**src/rtl/pva_pkg.sv**
```systemverilog
// Package: shared types and constants for the polyphonic voice allocator.
`timescale 1ns / 1ps
`default_nettype none

package pva_pkg;

    localparam int VOICES_DEF  = 4;
    localparam int SHOWN_SLOTS = 4;
    localparam logic [7:0] FREE_MARK = 8'hFF;

    typedef enum logic [1:0] {
        MODE_NOTE_ON      = 2'd0,
        MODE_NOTE_OFF     = 2'd1,
        MODE_LEARN_START  = 2'd2,
        MODE_LEARN_CANCEL = 2'd3
    } t_mode;

    typedef struct packed {
        t_mode      mode;
        logic [3:0] midi_channel;
        logic [6:0] note_number;
        logic [6:0] note_velocity;
    } t_in_item;

    typedef struct packed {
        logic       learning;
        logic [3:0] gate_mask;
        logic [7:0] voice0_note;
        logic [7:0] voice1_note;
        logic [7:0] voice2_note;
        logic [7:0] voice3_note;
        logic [7:0] voice0_velocity;
        logic [7:0] voice1_velocity;
        logic [7:0] voice2_velocity;
        logic [7:0] voice3_velocity;
        logic [6:0] base_note_out;
        logic [7:0] listen_channel_out;
    } t_out_item;

    typedef enum logic {
        ST_IDLE = 1'b0,
        ST_EXEC = 1'b1
    } t_pva_state;

    typedef struct packed {
        logic capture;
        logic apply;
    } t_pva_cmd;

endpackage

`default_nettype wire

```
**src/rtl/pva_if.sv**
```systemverilog
// Interfaces: valid/ready channels for event beats in and voice table beats out.
`timescale 1ns / 1ps
`default_nettype none

interface pva_in_if import pva_pkg::*; ();
    logic     valid;
    logic     ready;
    t_in_item data;

    modport source (output valid, output data, input ready);
    modport sink   (input valid, input data, output ready);
endinterface

interface pva_out_if import pva_pkg::*; ();
    logic      valid;
    logic      ready;
    t_out_item data;

    modport source (output valid, output data, input ready);
    modport sink   (input valid, input data, output ready);
endinterface

`default_nettype wire

```
**src/rtl/pva_ctrl.sv**
```systemverilog
// Controller: sequences capture and update of one event and owns the result valid flag.
`timescale 1ns / 1ps
`default_nettype none

module pva_ctrl import pva_pkg::*; (
    input  wire logic     i_clk,
    input  wire logic     i_rst_n,
    input  wire logic     i_in_valid,
    output logic          o_in_ready,
    input  wire logic     i_out_ready,
    output logic          o_out_valid,
    output t_pva_cmd      o_cmd,
    output t_pva_state    o_state
);

    t_pva_state r_state, n_state;
    logic       r_out_valid, n_out_valid;

    always_ff @(posedge i_clk) begin
        if (!i_rst_n) begin
            r_state     <= ST_IDLE;
            r_out_valid <= 1'b0;
        end else begin
            r_state     <= n_state;
            r_out_valid <= n_out_valid;
        end
    end

    always_comb begin
        n_state     = r_state;
        o_in_ready  = 1'b0;
        o_cmd       = '0;
        case (r_state)
            ST_IDLE: begin
                // take no beat while reset is held
                o_in_ready    = i_rst_n;
                o_cmd.capture = i_in_valid && i_rst_n;
                if (o_cmd.capture) begin
                    n_state = ST_EXEC;
                end
            end
            ST_EXEC: begin
                // update only once the result register is free or draining
                o_cmd.apply = !r_out_valid || i_out_ready;
                if (o_cmd.apply) begin
                    n_state = ST_IDLE;
                end
            end
            default: begin
                n_state = ST_IDLE;
            end
        endcase

        if (o_cmd.apply) begin
            n_out_valid = 1'b1;
        end else if (i_out_ready) begin
            n_out_valid = 1'b0;
        end else begin
            n_out_valid = r_out_valid;
        end
    end

    assign o_out_valid = r_out_valid;
    assign o_state     = r_state;

endmodule

`default_nettype wire

```
**src/rtl/pva_datapath.sv**
```systemverilog
// Datapath: voice slot table, learn state, event latch and result register.
`timescale 1ns / 1ps
`default_nettype none

module pva_datapath import pva_pkg::*; #(
    parameter int VOICES = VOICES_DEF
) (
    input  wire logic     i_clk,
    input  wire logic     i_rst_n,
    input  wire t_pva_cmd i_cmd,
    input  wire t_in_item i_item,
    output t_out_item     o_item
);

    t_in_item   r_item;
    logic [7:0] r_slot_note [VOICES];
    logic [7:0] r_slot_vel  [VOICES];
    logic [7:0] r_listen;
    logic [6:0] r_base;
    logic       r_learn;
    t_out_item  r_out;

    logic [7:0] n_slot_note [VOICES];
    logic [7:0] n_slot_vel  [VOICES];
    logic [7:0] n_listen;
    logic [6:0] n_base;
    logic       n_learn;
    t_out_item  n_out;

    logic       chan_hit;
    logic       found;
    logic [7:0] show_note [SHOWN_SLOTS];
    logic [7:0] show_vel  [SHOWN_SLOTS];

    // hold the accepted event beat
    always_ff @(posedge i_clk) begin
        if (i_cmd.capture) begin
            r_item <= i_item;
        end
    end

    always_comb begin
        n_slot_note = r_slot_note;
        n_slot_vel  = r_slot_vel;
        n_listen    = r_listen;
        n_base      = r_base;
        n_learn     = r_learn;
        found       = 1'b0;
        chan_hit    = (r_listen == {4'b0000, r_item.midi_channel});
        case (r_item.mode)
            MODE_NOTE_ON: begin
                if (r_learn) begin
                    n_listen = {4'b0000, r_item.midi_channel};
                    n_base   = r_item.note_number;
                    n_learn  = 1'b0;
                    for (int i = 0; i < VOICES; i++) begin
                        n_slot_note[i] = FREE_MARK;
                    end
                end else if (chan_hit) begin
                    // lowest free slot wins; drop the note when all are busy
                    for (int i = 0; i < VOICES; i++) begin
                        if (!found && r_slot_note[i] == FREE_MARK) begin
                            n_slot_note[i] = {1'b0, r_item.note_number};
                            n_slot_vel[i]  = {1'b0, r_item.note_velocity};
                            found          = 1'b1;
                        end
                    end
                end
            end
            MODE_NOTE_OFF: begin
                if (!r_learn && chan_hit) begin
                    for (int i = 0; i < VOICES; i++) begin
                        if (r_slot_note[i] == {1'b0, r_item.note_number}) begin
                            n_slot_note[i] = FREE_MARK;
                            n_slot_vel[i]  = FREE_MARK;
                        end
                    end
                end
            end
            MODE_LEARN_START: begin
                n_learn = 1'b1;
            end
            MODE_LEARN_CANCEL: begin
                n_learn = 1'b0;
            end
            default: begin
                n_learn = r_learn;
            end
        endcase
    end

    // slots beyond the configured count show as free
    for (genvar g = 0; g < SHOWN_SLOTS; g++) begin : g_show
        if (g < VOICES) begin : g_real
            assign show_note[g] = n_slot_note[g];
            assign show_vel[g]  = n_slot_vel[g];
        end else begin : g_free
            assign show_note[g] = FREE_MARK;
            assign show_vel[g]  = FREE_MARK;
        end
    end

    always_comb begin
        n_out                    = '0;
        n_out.learning           = n_learn;
        n_out.gate_mask          = {show_note[3] != FREE_MARK, show_note[2] != FREE_MARK,
                                    show_note[1] != FREE_MARK, show_note[0] != FREE_MARK};
        n_out.voice0_note        = show_note[0];
        n_out.voice1_note        = show_note[1];
        n_out.voice2_note        = show_note[2];
        n_out.voice3_note        = show_note[3];
        n_out.voice0_velocity    = show_vel[0];
        n_out.voice1_velocity    = show_vel[1];
        n_out.voice2_velocity    = show_vel[2];
        n_out.voice3_velocity    = show_vel[3];
        n_out.base_note_out      = n_base;
        n_out.listen_channel_out = n_listen;
    end

    always_ff @(posedge i_clk) begin
        if (!i_rst_n) begin
            for (int i = 0; i < VOICES; i++) begin
                r_slot_note[i] <= FREE_MARK;
                r_slot_vel[i]  <= FREE_MARK;
            end
            r_listen <= FREE_MARK;
            r_base   <= '0;
            r_learn  <= 1'b0;
        end else if (i_cmd.apply) begin
            r_slot_note <= n_slot_note;
            r_slot_vel  <= n_slot_vel;
            r_listen    <= n_listen;
            r_base      <= n_base;
            r_learn     <= n_learn;
        end
    end

    always_ff @(posedge i_clk) begin
        if (i_cmd.apply) begin
            r_out <= n_out;
        end
    end

    assign o_item = r_out;

endmodule

`default_nettype wire

```
**src/rtl/poly_voice_allocator_unit.sv**
```systemverilog
// Top level: polyphonic voice allocator with channel learn, controller plus datapath.
//
// Usage:
//   i_in carries one MIDI event per beat (note on, note off, learn start,
//   learn cancel). o_out returns one beat per event with the whole voice
//   table (four shown slots), the gate mask, the learn flag, the learned base
//   note and the listened channel, all taken after the event has been applied.
// Timing:
//   An event is captured in the idle state and applied in the update state,
//   where the result register is loaded; the result beat is valid from the
//   cycle after that. An event takes one step to capture and one for the slot
//   compare and first-free pick that update the table; the update waits while
//   a held result is neither free nor being drained.
// Reset:
//   All slots free (note and velocity 255), no channel learned (255), base
//   note 0, not learning, no result pending.
// Stalls:
//   The result register holds its beat until taken. The next event may be
//   captured meanwhile, but its update waits until the register is free or
//   is being drained in the same cycle, so no result is lost or overwritten.
`timescale 1ns / 1ps
`default_nettype none

module poly_voice_allocator_unit import pva_pkg::*; #(
    parameter int VOICES = VOICES_DEF
) (
    input  wire logic  i_clk,
    input  wire logic  i_rst_n,
    pva_in_if.sink     i_in,
    pva_out_if.source  o_out
);

    t_pva_cmd   cmd;
    t_pva_state state;

    // controller: handshakes and sequencing
    pva_ctrl u_ctrl (
        .i_clk       (i_clk),
        .i_rst_n     (i_rst_n),
        .i_in_valid  (i_in.valid),
        .o_in_ready  (i_in.ready),
        .i_out_ready (o_out.ready),
        .o_out_valid (o_out.valid),
        .o_cmd       (cmd),
        .o_state     (state)
    );

    // datapath: slot table, learn state and result register
    pva_datapath #(
        .VOICES (VOICES)
    ) u_dp (
        .i_clk   (i_clk),
        .i_rst_n (i_rst_n),
        .i_cmd   (cmd),
        .i_item  (i_in.data),
        .o_item  (o_out.data)
    );

    // a captured event is always followed by an update state
    a_capture_then_exec: assert property (@(posedge i_clk) disable iff (!i_rst_n)
        cmd.capture |=> state == ST_EXEC)
        else $error("capture not followed by update state");

    // gate mask agrees with the shown slot notes
    a_gate_matches_notes: assert property (@(posedge i_clk) disable iff (!i_rst_n)
        o_out.valid |->
            (o_out.data.gate_mask[0] == (o_out.data.voice0_note != FREE_MARK)) &&
            (o_out.data.gate_mask[1] == (o_out.data.voice1_note != FREE_MARK)) &&
            (o_out.data.gate_mask[2] == (o_out.data.voice2_note != FREE_MARK)) &&
            (o_out.data.gate_mask[3] == (o_out.data.voice3_note != FREE_MARK)))
        else $error("gate mask disagrees with slot notes");

    // listened channel is either unlearned or a four-bit channel
    a_listen_range: assert property (@(posedge i_clk) disable iff (!i_rst_n)
        o_out.valid |-> (o_out.data.listen_channel_out == FREE_MARK ||
                         o_out.data.listen_channel_out[7:4] == 4'h0))
        else $error("listened channel out of range");

    // no update while a held result is neither free nor drained
    a_no_overwrite: assert property (@(posedge i_clk) disable iff (!i_rst_n)
        (o_out.valid && !o_out.ready) |-> !cmd.apply)
        else $error("result overwritten while stalled");

endmodule

`default_nettype wire

```
**src/flat_wrapper.sv**
```systemverilog
// flat-port wrapper written by rule: the top's interface ports become plain ports
module poly_voice_allocator_unit_flat import pva_pkg::*;
#(
    parameter int VOICES = VOICES_DEF
)
  (i_clk, i_rst_n, i_in_valid, i_in_data, i_in_ready, o_out_valid, o_out_data, o_out_ready);
  pva_in_if i_in_i ();
  pva_out_if o_out_i ();
  input  wire logic i_clk;
  input  wire logic i_rst_n;
  input wire logic [$bits(i_in_i.valid)-1:0] i_in_valid;
  input wire logic [$bits(i_in_i.data)-1:0] i_in_data;
  output wire logic [$bits(i_in_i.ready)-1:0] i_in_ready;
  output wire logic [$bits(o_out_i.valid)-1:0] o_out_valid;
  output wire logic [$bits(o_out_i.data)-1:0] o_out_data;
  input wire logic [$bits(o_out_i.ready)-1:0] o_out_ready;
  assign i_in_i.valid = i_in_valid;
  assign i_in_i.data = i_in_data;
  assign i_in_ready = i_in_i.ready;
  assign o_out_valid = o_out_i.valid;
  assign o_out_data = o_out_i.data;
  assign o_out_i.ready = o_out_ready;
  poly_voice_allocator_unit #(.VOICES(VOICES)) u_core (.i_clk(i_clk), .i_rst_n(i_rst_n), .i_in(i_in_i), .o_out(o_out_i));
endmodule
```
**config.mk**
```make
export PLATFORM = sky130hd
export DESIGN_NAME = poly_voice_allocator_unit_flat
export DESIGN_NICKNAME = d
export VERILOG_FILES = /design/src/rtl/pva_pkg.sv /design/src/rtl/pva_if.sv /design/src/rtl/pva_ctrl.sv /design/src/rtl/pva_datapath.sv /design/src/rtl/poly_voice_allocator_unit.sv /design/src/flat_wrapper.sv
export SDC_FILE = /design/constraint.sdc
export NUM_CORES = 1
export LEC_CHECK = 0
export ABC_AREA = 1
export BUFFER_PORTS_ARGS = -buffer_cell sky130_fd_sc_hd__buf_2
export CAP_MARGIN = 10
export CORE_ASPECT_RATIO = 0.6
export CORE_MARGIN = 5
export CORE_UTILIZATION = 25
export CTS_CLUSTER_SIZE = 16
export DETAILED_ROUTE_END_ITERATION = 16
export PLACE_DENSITY = 0.41
export SYNTH_ARGS = -nofsm -noshare
export SYNTH_HDL_FRONTEND = slang
export SYNTH_HIERARCHICAL = 1
export SYNTH_SLANG_ARGS = --single-unit
```
**constraint.sdc**
```tcl
create_clock -name i_clk -period 3.59 [get_ports i_clk]
set_input_delay 0.1795 -clock i_clk [delete_from_list [all_inputs] [get_ports i_clk]]
set_output_delay 0.1795 -clock i_clk [all_outputs]
set_load 0.005 [all_outputs]
```
==> results.cfg <==
[synth]
syn_nets = 1057
synth_area_leaders = edfxtp_1 (36%), dfxtp_1 (19%), nand2_1 (15%)
synth.most_common_cell = nand2_1
avgSynthCellArea_um2 = 8.37
yosys.area_share.xor_xnor_pct = 0.998
ys_async_sr_fraction_pct = 0
synth_cell_type_count = 38
synthMuxAreaShare_pct = 0
synth_ff_type = edfxtp_1
synth-simple-area-share_pct = 25.4
ys_seq_elements = 186
ys_top_cells_by_count = nand2_1 (357), edfxtp_1 (104), dfxtp_1 (82)
synth_adder_area_share_pct = 0
synth_area_um2 = 8650
ys_warn_count = 6
synth_top_cell_by_area = edfxtp_1
synth_top_family_by_area = simple AND/OR/NAND/NOR gates
synth_compound_area_share_pct = 11.6
synth_cells = 1033
yosysSeqAreaShare_pct = 55.1
synth_edf_count = 104
yosysTopAreaCellShare_pct = 36.1

[cells_and_area]
finalNetCount = 1169
regArea_um2 = 4760
finalInstanceArea_um2 = 10500
drive_gt1_share_pct = 17.0
utilization_pct = 30.9
insertedDiodeCount = 0
nFillCells = 3625
multi_input_area_um2 = 3300
area_growth_pct = 21.0

[drt]
drt-total-wl_mm = 28.9
antenna_left = 0
viasPerCell = 4.45
drtPass1Iterations = 5
routedWlPerCell_um = 17.9
drt_iter0_drc = 627
num_vias = 7193
drc = 0

[setup_path]
cpMostUsedCell = nand2_1
worstPathArrival_ns = 3.09
worstPathCellList = inv_2, nand2_1, nand2_1, nor2_1, nand4_1, nor2_2, nand2_2, nand2_1, nand3_1, nor2_1, nand2_1
worst_path_max_delay_cell = edfxtp_1
cp_max_fo = 10
worstSetupEndpointType = flip-flop
slowest_delay_ns = 0.73
start_kind = flip-flop
required_ns = 3.79
critical_path_class = reg2reg

[grt]
overflow = 0
grt_usage_pct = 14.8
grt_pass1_vias = 6726
grt_pass1_wl_mm = 43.5
grt_max_degree = 154
antenna_found_initial = 0

[min_path]
hold_class = in2reg

[timing]
finalHoldViolations = 0
max_freq_mhz = 346
whs_ns = 0.206
rsz0062_at_grt = no
worst_slew_pin_slew_ns = 1.00
setup_viol = 0
drv_slew = 0
skew_ns = 0.0148
tns_ns = 0
period_minus_slack_ns = 2.89
slew-limit-headroom_pct = 33.1
min_period_over_period_pct = 80.4

[clock_tree]
post_cts_buffers = 0
cts_root_buffer = clkbuf_16
cts_tree = done
htree_levels = 4
cts-buffers-inserted = 17
cts_num_sinks = 186
path_clk_slew_ns = 0.08
cts_buffer_depth = 2
clkLatencyLatePin_ns = 0.45

[die]
core_um2 = 33900
fp-row-count = 52
die_h_um = 154
start_util_pct = 25.5
fp.dieW_um = 250
pin_count = 110
fp.dieArea_um2 = 38500

[place]
place.gp.congestion = 0.891
dpl_cell_area_um2 = 9610
hpwl_mm = 20.1
port-buffer-count = 109

[flow_run]
cap_viol_max_count = 0

[power_and_ir_drop]
peakVddDrop_v = 0.000326
total_power_mw = 5.05
p_leak_nw = 4.43
powerDensity_nw_per_um2 = 482

[run_status]
status = complete, no violations
## metal layers
metal / global-route usage, % / part of all wire, % / wire length [um] / vias to the layer above
met5: 0 / 0 / 0 / -
met2: 18.6 / 37 / 10700 / 206
met1: 24.4 / 56 / 16100 / 3341
met3: 3.71 / 6.1 / 1770 / 18
li1: - / - / - / 3628
met4: 3.66 / 1.1 / 315 / 0
## metrics by stage
step	setup slack (ns)	std cells
after floorplan	1.30	1033
after global placement	0.756	1561
after detailed placement	0.759	1561
after CTS	0.747	1617
after global routing	0.526	1617
final	0.703	1617
## sequential cells by signal (all words and copies together), names as in the netlist
| name | cells |
|---|---|
| u_core/u_dp/o_item | 84 |
| u_core/u_dp/r_learn | 1 |
| u_core/u_dp/r_slot_vel | 32 |
| u_core/u_ctrl/o_out_valid | 1 |
| u_core/u_dp/r_listen | 8 |
| u_core/u_dp/r_slot_note | 32 |
| u_core/u_dp/r_item | 20 |
| u_core/u_dp/r_base | 7 |
| u_core/u_ctrl/o_state | 1 |
## cell families (layout without fill, tap and decap cells)
kind of cell | Yosys count | count (layout)
AOI/OAI and AO/OA | 178 | 178
xor gates and xnor gates | 9 | 9
buffers and inverters | 141 | 266
DFF | 186 | 186
and+or+nand+nor | 519 | 519
## critical path, delay by kind of cell, from the launching register on
kind	cells	cell delay (ns)
AND/OR/NAND/NOR	10	1.63
flip-flops	1	0.73
buffers and inverters	1	0.28
## placed cells by master, fill, tap and decap left out, types with 4 or more instances in the layout
cell type and instances:
o21ai_1 15, edfxtp_1 104, nor2_2 9, nand2_2 8
a21oi_1 60, xor2_1 8, o211ai_1 24, nor2_4 5
inv_6 4, dfxtp_1 82, nand2_1 357, dlygate4sd3_1 24
buf_4 6, inv_1 76, inv_2 15, nor2_1 65
clkbuf_16 17, o21ai_0 61, nand3_1 58, o21a_1 7
a211oi_1 7, buf_2 109
## repair_timing
action,4_1_cts,5_1_grt
hold buffers,24,0
gates resized for setup,0,0
endpoints found under the hold margin,22,0
## path summary, 6_finish.rpt
check	startpoint	to	slack, ns	cells past startpoint
worst min-delay path	i_rst_n	u_core/u_dp/r_listen[7]	0.21	3
worst max register to register	u_core/u_dp/r_item[9]	u_core/u_dp/o_item[82]	0.70	11
worst min register to register	u_core/u_dp/r_slot_vel[20]	u_core/u_dp/r_slot_vel[20]	0.46	2
worst max-delay path	u_core/u_dp/r_item[9]	u_core/u_dp/o_item[82]	0.70	11
## layout make-up
cell class,count,share of cell area [%]
Inverter,94,3.40
Clock inverter,13,1.75
Clock buffer,19,4.14
Timing Repair Buffer,140,8.13
Tap cell,459,5.49
Multi-Input combinational cell,706,31.6
Sequential cell,186,45.5
## power by group
group / internal [mW] / switching [mW]
Clock: 1.12 / 0.914
Combinational: 0.188 / 0.364
Sequential: 2.37 / 0.0903
Note: power is estimated with default switching activity, not from simulation.
